<file path="config.mk">
export PLATFORM = sky130hd
export DESIGN_NAME = chunked_ring_pointer_manager
export DESIGN_NICKNAME = d
export VERILOG_FILES = /design/src/design/crpm_pkg.sv /design/src/design/crpm_div.sv /design/src/design/chunked_ring_pointer_manager.sv
export SDC_FILE = /design/constraint.sdc
export NUM_CORES = 2
export LEC_CHECK = 0
export BUFFER_PORTS_ARGS = -buffer_cell sky130_fd_sc_hd__buf_4
export CAP_MARGIN = 20
export CORE_MARGIN = 5
export CORE_UTILIZATION = 35
export CTS_BUF_LIST = sky130_fd_sc_hd__clkbuf_8 sky130_fd_sc_hd__clkbuf_16
export CTS_CLUSTER_DIAMETER = 30
export DETAILED_ROUTE_END_ITERATION = 16
export PLACE_DENSITY = 0.53
export SLEW_MARGIN = 20
export SYNTH_ARGS = -nofsm -noshare
export SYNTH_HDL_FRONTEND = slang
export SYNTH_SLANG_ARGS = --single-unit
</file>
<file path="constraint.sdc">
create_clock -name clk -period 18.7 [get_ports clk]
set_clock_uncertainty 0.15 [all_clocks]
set_input_delay 0 -clock clk [delete_from_list [all_inputs] [get_ports clk]]
set_output_delay 0 -clock clk [all_outputs]
set_load 0.03 [all_outputs]
</file>
<file path="src/design/crpm_pkg.sv">
package crpm_pkg;

	// Fixed field and register widths
	localparam int CFG_W         = 13;
	localparam int CFG_IDX_W     = 2;
	localparam int MODE_W        = 3;
	localparam int STATUS_W      = 2;
	localparam int MEM_BYTES_DEF = 4096;

	localparam logic [CFG_W-1:0] CHUNK_BYTES_RST = 13'd256;
	localparam logic [CFG_W-1:0] CHUNK_COUNT_RST = 13'd16;

	// Register indexes on the config port
	localparam logic [CFG_IDX_W-1:0] REG_CHUNK_BYTES = 2'd0;
	localparam logic [CFG_IDX_W-1:0] REG_CHUNK_COUNT = 2'd1;

	// Command codes
	typedef enum logic [MODE_W-1:0] {
		MODE_CLEAR   = 3'd0,
		MODE_RESERVE = 3'd1,
		MODE_COMMIT  = 3'd2,
		MODE_SIZE    = 3'd3,
		MODE_INDEX   = 3'd4,
		MODE_READ    = 3'd5
	} mode_t;

	// Result status codes
	typedef enum logic [STATUS_W-1:0] {
		STS_OK     = 2'd0,
		STS_EMPTY  = 2'd1,
		STS_ADDR   = 2'd2,
		STS_OFFSET = 2'd3
	} status_t;

	// Divider status toward the sequencer
	typedef struct packed {
		logic busy;
		logic done;
	} div_stat_t;

endpackage

</file>
<file path="src/design/crpm_div.sv">
module crpm_div
	import crpm_pkg::*;
#(
	parameter int NW = 24,
	parameter int DW = 13
) (
	input  logic          clk,
	input  logic          arst_n,
	input  logic          start,
	input  logic [NW-1:0] dividend,
	input  logic [DW-1:0] divisor,
	output logic [NW-1:0] quotient,
	output div_stat_t     stat
);

	localparam int CNT_W = $clog2(NW + 1);

	logic [NW-1:0]    n_q;
	logic [DW-1:0]    rem_q;
	logic [CNT_W-1:0] cnt_q;
	logic             busy_q;
	logic             done_q;
	logic [DW:0]      trial;
	logic             fits;

	// One restoring step: bring down the next dividend bit
	assign trial = {rem_q, n_q[NW-1]};
	assign fits  = trial >= {1'b0, divisor};

	// Count the steps
	always_ff @(posedge clk or negedge arst_n) begin
		if (!arst_n) begin
			busy_q <= 1'b0;
			done_q <= 1'b0;
			cnt_q  <= '0;
		end else begin
			done_q <= 1'b0;
			if (start) begin
				busy_q <= 1'b1;
				cnt_q  <= CNT_W'(NW);
			end else if (busy_q) begin
				cnt_q <= cnt_q - 1'b1;
				if (cnt_q == CNT_W'(1)) begin
					busy_q <= 1'b0;
					done_q <= 1'b1;
				end
			end
		end
	end

	// Shift quotient bits in as dividend bits leave
	always_ff @(posedge clk) begin
		if (start) begin
			n_q   <= dividend;
			rem_q <= '0;
		end else if (busy_q) begin
			rem_q <= fits ? DW'(trial - {1'b0, divisor}) : trial[DW-1:0];
			n_q   <= {n_q[NW-2:0], fits};
		end
	end

	assign quotient  = n_q;
	assign stat.busy = busy_q;
	assign stat.done = done_q;

endmodule

</file>
<file path="src/design/chunked_ring_pointer_manager.sv">
// Channel  Dir  Handshake              Payload
// s        in   s_tvalid / s_tready    tuser: mode; tdata: address, offset, max_bytes
// m        out  m_tvalid / m_tready    tdata: grant_addr .. no_data
// cfg      in   cfg_valid / cfg_ready  cfg_index, cfg_data
//
// One command per cycle while m_tready is high; each result beat is registered before m_tvalid.
// The commit rounding runs through two registered multiplies; the ring update,
// fill, locate and read plan sit in one stage after them.
// After reset and after each register write the block recomputes its chunk
// sizes with a shared bit-serial divider, during which s_tready is low;
// config writes are always taken.
// A stalled m side backs the pipeline up stage by stage, then drops s_tready.
module chunked_ring_pointer_manager
	import crpm_pkg::*;
#(
	parameter int MEM_BYTES = MEM_BYTES_DEF
) (
	input  logic                                                clk,
	input  logic                                                arst_n,
	input  logic                                                s_tvalid,
	output logic                                                s_tready,
	// address, offset, max_bytes (from bit 0 up)
	input  logic [(($clog2(MEM_BYTES) + 2*$clog2(MEM_BYTES+1) + 7) / 8)*8-1:0] s_tdata,
	// mode
	input  logic [MODE_W-1:0]                                   s_tuser,
	output logic                                                m_tvalid,
	input  logic                                                m_tready,
	// grant_addr, fill_bytes, position, status, first_addr, first_len,
	// second_len, no_data (from bit 0 up)
	output logic [((3*$clog2(MEM_BYTES) + 4*$clog2(MEM_BYTES+1) + STATUS_W + 1 + 7) / 8)*8-1:0]
	                                                            m_tdata,
	input  logic                                                cfg_valid,
	output logic                                                cfg_ready,
	input  logic [CFG_IDX_W-1:0]                                cfg_index,
	input  logic [CFG_W-1:0]                                    cfg_data
);

	localparam int AW     = $clog2(MEM_BYTES);
	localparam int LW     = $clog2(MEM_BYTES + 1);
	localparam int K      = 2 * AW;
	localparam int MW     = K + 1;
	localparam int CMP_W  = (CFG_W > LW) ? CFG_W : LW;
	localparam int QW     = LW + 2;
	localparam int OUT_B  = 3*AW + 4*LW + STATUS_W + 1;
	localparam int OUT_W  = ((OUT_B + 7) / 8) * 8;

	typedef enum logic [5:0] {
		SQ_LIM_GO   = 6'b000001,
		SQ_LIM_WAIT = 6'b000010,
		SQ_RCP_GO   = 6'b000100,
		SQ_RCP_WAIT = 6'b001000,
		SQ_SPAN     = 6'b010000,
		SQ_RUN      = 6'b100000
	} seq_t;

	seq_t             seq_q;
	logic [CFG_W-1:0] cb_q;
	logic [CFG_W-1:0] cc_q;
	logic [LW-1:0]    lim_q;
	logic [MW-1:0]    m_q;
	logic [LW-1:0]    span_q;
	logic             cfg_wr;

	logic [CMP_W-1:0] cb_ext;
	logic [CMP_W-1:0] cc_ext;
	logic [CMP_W-1:0] cc_one;
	logic [LW-1:0]    cbe;
	logic [LW-1:0]    cce;
	logic [2*LW-1:0]  span_prod;

	logic             div_start;
	logic [K-1:0]     div_dividend;
	logic [K-1:0]     div_quot;
	div_stat_t        div_stat;

	assign cfg_ready = 1'b1;
	assign cfg_wr    = cfg_valid &&
		(cfg_index == REG_CHUNK_BYTES || cfg_index == REG_CHUNK_COUNT);

	// Hold the config registers
	always_ff @(posedge clk or negedge arst_n) begin
		if (!arst_n) begin
			cb_q <= CHUNK_BYTES_RST;
			cc_q <= CHUNK_COUNT_RST;
		end else if (cfg_valid) begin
			if (cfg_index == REG_CHUNK_BYTES) cb_q <= cfg_data;
			if (cfg_index == REG_CHUNK_COUNT) cc_q <= cfg_data;
		end
	end

	// Clamp chunk size and count to what fits
	always_comb begin
		cb_ext = CMP_W'(cb_q);
		cc_ext = CMP_W'(cc_q);
		if (cb_ext == '0)
			cbe = LW'(1);
		else if (cb_ext > CMP_W'(MEM_BYTES))
			cbe = LW'(MEM_BYTES);
		else
			cbe = LW'(cb_ext);
		cc_one = (cc_ext == '0) ? CMP_W'(1) : cc_ext;
		cce    = (cc_one > CMP_W'(lim_q)) ? lim_q : LW'(cc_one);
	end

	assign span_prod    = {{LW{1'b0}}, cbe} * {{LW{1'b0}}, cce};
	assign div_start    = (seq_q == SQ_LIM_GO) || (seq_q == SQ_RCP_GO);
	assign div_dividend = (seq_q == SQ_LIM_GO) ? K'(MEM_BYTES) : {K{1'b1}};

	crpm_div #(
		.NW(K),
		.DW(LW)
	) u_div (
		.clk      (clk),
		.arst_n   (arst_n),
		.start    (div_start),
		.dividend (div_dividend),
		.divisor  (cbe),
		.quotient (div_quot),
		.stat     (div_stat)
	);

	// Sequence the size recompute after reset and register writes
	always_ff @(posedge clk or negedge arst_n) begin
		if (!arst_n) begin
			seq_q <= SQ_LIM_GO;
		end else if (cfg_wr) begin
			seq_q <= SQ_LIM_GO;
		end else begin
			unique case (seq_q)
				SQ_LIM_GO:   seq_q <= SQ_LIM_WAIT;
				SQ_LIM_WAIT: if (div_stat.done) seq_q <= SQ_RCP_GO;
				SQ_RCP_GO:   seq_q <= SQ_RCP_WAIT;
				SQ_RCP_WAIT: if (div_stat.done) seq_q <= SQ_SPAN;
				SQ_SPAN:     seq_q <= SQ_RUN;
				SQ_RUN:      seq_q <= SQ_RUN;
				default:     seq_q <= SQ_LIM_GO;
			endcase
		end
	end

	// Capture chunk limit, reciprocal and span
	always_ff @(posedge clk) begin
		if (seq_q == SQ_LIM_WAIT && div_stat.done) lim_q <= div_quot[LW-1:0];
		if (seq_q == SQ_RCP_WAIT && div_stat.done) m_q <= {1'b0, div_quot} + MW'(1);
		if (seq_q == SQ_SPAN) span_q <= span_prod[LW-1:0];
	end

	// ---------------- command pipeline ----------------
	logic              v1_q, v2_q, v3_q, vo_q;
	logic              r1, r2, r3;
	logic              s_fire;
	logic [MODE_W-1:0] mode_s1, mode_s2, mode_s3;
	logic [AW-1:0]     addr_s1, addr_s2, addr_s3;
	logic [LW-1:0]     off_s1, off_s2, off_s3;
	logic [LW-1:0]     maxb_s1, maxb_s2, maxb_s3;
	logic [AW-1:0]     quo_s2;
	logic [AW-1:0]     base_s3;
	logic [AW+MW-1:0]  prod1;
	logic [AW+LW-1:0]  prod2;

	assign r3       = !vo_q || m_tready;
	assign r2       = !v3_q || r3;
	assign r1       = !v2_q || r2;
	assign s_tready = (seq_q == SQ_RUN) && (!v1_q || r1);
	assign s_fire   = s_tvalid && s_tready;

	// Quotient of address by chunk size via the reciprocal
	assign prod1 = {{MW{1'b0}}, addr_s1} * {{AW{1'b0}}, m_q};
	// Back to a chunk start
	assign prod2 = {{LW{1'b0}}, quo_s2} * {{AW{1'b0}}, cbe};

	// Advance the stage valids
	always_ff @(posedge clk or negedge arst_n) begin
		if (!arst_n) begin
			v1_q <= 1'b0;
			v2_q <= 1'b0;
			v3_q <= 1'b0;
		end else begin
			if (!v1_q || r1) v1_q <= s_fire;
			if (r1) v2_q <= v1_q;
			if (r2) v3_q <= v2_q;
		end
	end

	// Move the stage payloads
	always_ff @(posedge clk) begin
		if (s_fire) begin
			mode_s1 <= s_tuser;
			addr_s1 <= s_tdata[AW-1:0];
			off_s1  <= s_tdata[AW+LW-1:AW];
			maxb_s1 <= s_tdata[AW+2*LW-1:AW+LW];
		end
		if (v1_q && r1) begin
			mode_s2 <= mode_s1;
			addr_s2 <= addr_s1;
			off_s2  <= off_s1;
			maxb_s2 <= maxb_s1;
			quo_s2  <= prod1[K+AW-1:K];
		end
		if (v2_q && r2) begin
			mode_s3 <= mode_s2;
			addr_s3 <= addr_s2;
			off_s3  <= off_s2;
			maxb_s3 <= maxb_s2;
			base_s3 <= prod2[AW-1:0];
		end
	end

	// ---------------- ring state and result ----------------
	logic [AW-1:0]  oldest_q, newest_q, nf_q;
	logic           holds_q;
	logic           fire3;

	logic [AW-1:0]  n_old, n_new, n_nf;
	logic           n_hold;
	logic [LW:0]    nf_sum, oc_sum;
	logic [AW-1:0]  nf_wrap;
	logic [LW-1:0]  a_l, o_l, nw_l, r_l;
	logic           pv;
	logic [LW-1:0]  p;
	logic [LW-1:0]  fill_cur;
	logic [QW-1:0]  qs;
	logic           q_ok;
	logic [LW:0]    r_sum;
	logic [AW-1:0]  r;
	logic [LW-1:0]  run_len, low_len, rest_len;

	logic [AW-1:0]  o_chunk, o_faddr;
	logic [LW-1:0]  o_pos, o_flen, o_slen, o_fill;
	status_t        o_sts;

	assign fire3 = v3_q && r3;

	function automatic logic [LW-1:0] fill_of(input logic h, input logic [AW-1:0] o,
			input logic [AW-1:0] n, input logic [LW-1:0] sp);
		logic [LW:0] t;
		if (!h)
			t = '0;
		else if (n >= o)
			t = {1'b0, LW'(n)} - {1'b0, LW'(o)} + (LW+1)'(1);
		else
			t = {1'b0, sp} - {1'b0, LW'(o)} + {1'b0, LW'(n)} + (LW+1)'(1);
		return t[LW-1:0];
	endfunction

	// Work out one command against the ring
	always_comb begin
		n_old  = oldest_q;
		n_new  = newest_q;
		n_nf   = nf_q;
		n_hold = holds_q;

		o_chunk = '0;
		o_pos   = '0;
		o_sts   = STS_OK;
		o_faddr = '0;
		o_flen  = '0;
		o_slen  = '0;

		a_l  = LW'(addr_s3);
		o_l  = LW'(oldest_q);
		nw_l = LW'(newest_q);

		// Reserve arithmetic
		nf_sum  = {1'b0, LW'(nf_q)} + {1'b0, cbe};
		nf_wrap = (nf_sum >= {1'b0, span_q}) ? '0 : nf_sum[AW-1:0];
		oc_sum  = {1'b0, o_l} + {1'b0, cbe};

		// Locate the address in the valid data
		pv = 1'b0;
		p  = '0;
		if (!holds_q || a_l >= span_q) begin
			pv = 1'b0;
		end else if (newest_q >= oldest_q) begin
			pv = (addr_s3 >= oldest_q) && (addr_s3 <= newest_q);
			p  = a_l - o_l;
		end else if (addr_s3 >= oldest_q) begin
			pv = 1'b1;
			p  = a_l - o_l;
		end else if (addr_s3 <= newest_q) begin
			pv = 1'b1;
			p  = span_q - o_l + a_l;
		end

		fill_cur = fill_of(holds_q, oldest_q, newest_q, span_q);

		// Move by the offset and resolve the segments
		qs       = {2'b00, p} + {{2{off_s3[LW-1]}}, off_s3};
		q_ok     = !qs[QW-1] && (qs[LW:0] < {1'b0, fill_cur});
		r_sum    = {1'b0, o_l} + {1'b0, qs[LW-1:0]};
		r        = (r_sum >= {1'b0, span_q}) ? AW'(r_sum - {1'b0, span_q}) : r_sum[AW-1:0];
		r_l      = LW'(r);
		low_len  = nw_l + LW'(1);
		run_len  = '0;
		rest_len = '0;

		unique case (mode_s3)
			MODE_CLEAR: begin
				n_old  = '0;
				n_new  = '0;
				n_nf   = '0;
				n_hold = 1'b0;
			end
			MODE_RESERVE: begin
				o_chunk = nf_q;
				n_nf    = nf_wrap;
				if (holds_q && nf_q == oldest_q) begin
					if (newest_q >= oldest_q && {1'b0, nw_l} < oc_sum) begin
						n_hold = 1'b0;
						n_old  = '0;
						n_new  = '0;
					end else begin
						n_old = nf_wrap;
					end
				end
			end
			MODE_COMMIT: begin
				if (LW'(base_s3) < span_q) begin
					if (!holds_q) n_old = base_s3;
					n_new  = AW'(LW'(base_s3) + cbe - LW'(1));
					n_hold = 1'b1;
				end
			end
			MODE_INDEX: begin
				o_pos = pv ? p : '1;
				if (!holds_q)
					o_sts = STS_EMPTY;
				else if (!pv)
					o_sts = STS_ADDR;
			end
			MODE_READ: begin
				if (!holds_q) begin
					o_sts = STS_EMPTY;
				end else if (!pv) begin
					o_sts = STS_ADDR;
				end else if (!q_ok) begin
					o_sts = STS_OFFSET;
				end else begin
					o_faddr = r;
					if (newest_q < oldest_q && r >= oldest_q) begin
						run_len  = span_q - r_l;
						o_flen   = (run_len < maxb_s3) ? run_len : maxb_s3;
						rest_len = maxb_s3 - o_flen;
						o_slen   = (low_len < rest_len) ? low_len : rest_len;
					end else begin
						run_len = nw_l - r_l + LW'(1);
						o_flen  = (run_len < maxb_s3) ? run_len : maxb_s3;
					end
				end
			end
			default: begin
				// size query and unused codes leave the ring alone
			end
		endcase

		o_fill = fill_of(n_hold, n_old, n_new, span_q);
	end

	// Update the ring pointers
	always_ff @(posedge clk or negedge arst_n) begin
		if (!arst_n) begin
			oldest_q <= '0;
			newest_q <= '0;
			nf_q     <= '0;
			holds_q  <= 1'b0;
		end else if (cfg_wr) begin
			oldest_q <= '0;
			newest_q <= '0;
			nf_q     <= '0;
			holds_q  <= 1'b0;
		end else if (fire3) begin
			oldest_q <= n_old;
			newest_q <= n_new;
			nf_q     <= n_nf;
			holds_q  <= n_hold;
		end
	end

	// Hold the result beat until taken
	always_ff @(posedge clk or negedge arst_n) begin
		if (!arst_n)
			vo_q <= 1'b0;
		else if (r3)
			vo_q <= v3_q;
	end

	always_ff @(posedge clk) begin
		if (fire3)
			m_tdata <= OUT_W'({!n_hold, o_slen, o_flen, o_faddr, o_sts, o_pos, o_fill, o_chunk});
	end

	assign m_tvalid = vo_q;

	// ---------------- checks ----------------
	a_cfg_clears: assert property (@(posedge clk) disable iff (!arst_n)
		cfg_wr |=> !holds_q && nf_q == '0)
		else $error("register write did not clear the ring");

	a_nf_in_span: assert property (@(posedge clk) disable iff (!arst_n)
		seq_q == SQ_RUN |-> LW'(nf_q) < span_q)
		else $error("next free chunk beyond span");

	a_empty_ptrs: assert property (@(posedge clk) disable iff (!arst_n)
		!holds_q |-> oldest_q == '0 && newest_q == '0)
		else $error("empty ring with stale pointers");

	a_ptrs_in_span: assert property (@(posedge clk) disable iff (!arst_n)
		seq_q == SQ_RUN && holds_q |-> LW'(oldest_q) < span_q && LW'(newest_q) < span_q)
		else $error("ring pointer beyond span");

	a_div_idle: assert property (@(posedge clk) disable iff (!arst_n)
		seq_q == SQ_RUN |-> !div_stat.busy)
		else $error("size divider busy while commands are taken");

endmodule
</file>
==> flow_summary.json <==
{
  "whs_ns": 0.261,
  "portBuffers": 141,
  "ys_seq_area_frac": 0.269,
  "synth_cell_types": 101,
  "finalSetupTns_ns": 0,
  "cts-htree-levels": 3,
  "drc": 0,
  "antenna_left": 0,
  "layout_setup_ws_ns": 1.45,
  "die_h_um": 356,
  "worst-path-buf-inv": 8,
  "timing.final.crit_period_ns": 17.25,
  "ys_warn_count": 0,
  "die_x_um": 356,
  "wl_um": 126000,
  "place_ws_ns": 1.16,
  "max_stage_delay_ns": 0.43,
  "rr_worst_depth": 82,
  "start_util": 0.351,
  "synth-main-ff-cell": "edfxtp_1",
  "path_class": "flop to flop",
  "fmax_ghz": 0.0580,
  "r2r-end": "m_tdata[77]$_SDFFCE_PN0P_",
  "timing.rr.start": "oldest_q[1]$_DFFE_PN0P_",
  "cts_buffer_depth": 3,
  "dpl.hpwl_um": 95300,
  "async_flop_share": 0.203,
  "cts.sinks": 394,
  "slew_viol_final": 0,
  "synthCells": 4364,
  "synth.cells.most_frequent": "649 x inv_1, 497 x ha_1, 471 x nand2_1",
  "yosysTopAreaCell": "edfxtp_1",
  "hold_class": "flop to flop",
  "slew_headroom": 0.199,
  "core_um2": 119000,
  "synth.area.mux_share": 0.0177,
  "place.gp.congestion": 0.913,
  "clock_latency_ns": 0.72,
  "viasPerCell": 5.01,
  "synthMostInstantiatedCell": "inv_1",
  "arrival_ns": 17.49,
  "grt_max_degree": 61,
  "post_cts.repair.setup_buffers": 0,
  "yosysTopAreaCellShare": 0.215,
  "area_growth_pct": 19.0,
  "drt_iter0_drc": 1909,
  "ys_seq_elements": 394,
  "synth_area_leaders": "edfxtp_1 22%, fa_1 18%, ha_1 15%",
  "vias": 31806,
  "drtPass1Iterations": 9,
  "grt_pass1_wl_um": 194000,
  "vdd_ir_drop_max_mv": 0.0791,
  "antennaDiodeCount": 0,
  "hold_viol": 0,
  "track_usage": 0.198,
  "grt_overflow_total": 0,
  "cp-end-kind": "flop",
  "run_status": "finished clean",
  "path_max_fanout": 23,
  "tritoncts": "done",
  "cp.required_ns": 18.94,
  "hold_end": "mode_s3[2]$_DFFE_PP_",
  "wl_per_cell_um": 19.8,
  "r2r_setup_slack_ns": 1.45,
  "layout.nets": 5579,
  "cts_buffers": 101,
  "cp-startpoint": "oldest_q[1]$_DFFE_PN0P_",
  "synth-xor-area-share": 0.0610,
  "syn_avg_cell_area_um2": 9.62,
  "yosys.area_share.simple": 0.123,
  "leakage_nw": 23.2,
  "period_share": 0.923,
  "synth_compound_area_frac": 0.126,
  "max_cap_violations": 0,
  "crit_family": "compound AO/OA/AOI/OAI gates",
  "rows": 127,
  "antenna_found_initial": 4,
  "synth_top_family_by_area": "adder cells",
  "holdPathStages": 0,
  "path_clk_slew_ns": 0.06,
  "setup_viol": 0,
  "worst_slew_pin_slew_ns": 1.19,
  "rsz0062_at_grt": "no",
  "crit_path_start_kind": "flop",
  "cp_slowest_cell": "o32a_1",
  "ctsRootBufferMaster": "clkbuf_16",
  "hold_start": "mode_s2[2]$_DFFE_PP_",
  "io_pins": 162,
  "grt_pass1_vias": 32630,
  "utilization": 0.418,
  "synth_edf_count": 301,
  "synthAdderAreaFrac": 0.327,
  "p_per_area_nw_per_um2": 85.2,
  "syn_area_um2": 42000,
  "drive_above_1_share": 0.104,
  "die-area_um2": 127000
}
-- how the worst max path moves through the flow --
stage	to	slack [ns]	cells past startpoint
2_1_floorplan	m_tdata[66]$_SDFFCE_PN0P_	2.63	88
3_3_place_gp	m_tdata[77]$_SDFFCE_PN0P_	1.27	82
3_5_place_dp	m_tdata[77]$_SDFFCE_PN0P_	1.16	82
4_1_cts	m_tdata[77]$_SDFFCE_PN0P_	1.12	82
5_1_grt	m_tdata[76]$_SDFFCE_PN0P_	0.04	82
6_report	m_tdata[77]$_SDFFCE_PN0P_	1.45	82
-- timing repair --
action / 4_1_cts / 5_1_grt
endpoints found under the hold margin: 182 / 0
setup endpoints to repair: 0 / 13
resized for setup: 0 / 5
hold buffers: 121 / 0
-- stage by stage --
step,power [W],cell area [um2],cells
6_report,0.00425,50000,6344
5_1_grt,0.00453,50000,6344
4_1_cts,0.00430,49900,6342
3_5_place_dp,0.00242,45000,6033
3_3_place_gp,0.00241,45000,6029
2_1_floorplan,0.00211,42000,4380
-- metal layers --
metal | vias to the layer above | global-route usage | wire length [um]
met2 | 841 | 0.337 | 59800
met3 | 192 | 0.0280 | 6180
met1 | 15615 | 0.262 | 55700
li1 | 15158 | - | -
met5 | - | 0 | 0
met4 | 0 | 0.0622 | 3840
-- registers in the layout, indices dropped and copies added (netlist names), 13 cells and up --
| register | cells |
|---|---|
| off_s1 | 13 |
| u_div.rem_q | 13 |
| maxb_s1 | 13 |
| u_div.quotient | 24 |
| maxb_s3 | 13 |
| maxb_s2 | 13 |
| off_s3 | 13 |
| m_q | 25 |
| m_tdata | 79 |
| lim_q | 13 |
| span_q | 13 |
| cc_ext | 13 |
| off_s2 | 13 |
| cb_ext | 13 |
-- cells in the final DEF (no fill, tap or decap), drive strengths merged, types with 77 or more instances in the layout --
cell type	Yosys	layout
o21ai	133	133
buf	28	224
and2	122	122
nand2	471	471
clkbuf	152	106
ha	497	497
a21o	122	122
fa	372	372
a21oi	190	190
xnor2	216	216
edfxtp	301	301
dlygate4sd3	0	120
inv	652	672
nor2	269	269
dfrtp	77	77
-- cell families after synthesis --
| kind of cell | count (synthesis) |
|---|---|
| and+or+nand+nor | 1129 |
| adders and majority gates | 873 |
| buffers and inverters | 837 |
| AOI/OAI and AO/OA | 780 |
| DFF | 394 |
| xor gates and xnor gates | 282 |
| muxes | 67 |
| other | 2 |
-- where the power goes --
group          leakage (nW)  internal, W  switching, W
Clock                  1.78      0.00123      0.000596
Sequential             4.07      0.00103     0.0000466
Combinational          17.3     0.000640      0.000709
Total                  23.2      0.00290       0.00135
-- layout make-up --
type,instances,area [um2]
fillers,11702,69500
flip-flops and latches,394,11300
clock buffers,106,2640
well taps,1612,2020
inverters,657,2470
clock inverters,82,1020
multi-input cells,3149,27600
repair buffers,344,2910
No activity file was read; power rests on OpenSTA's default activity.
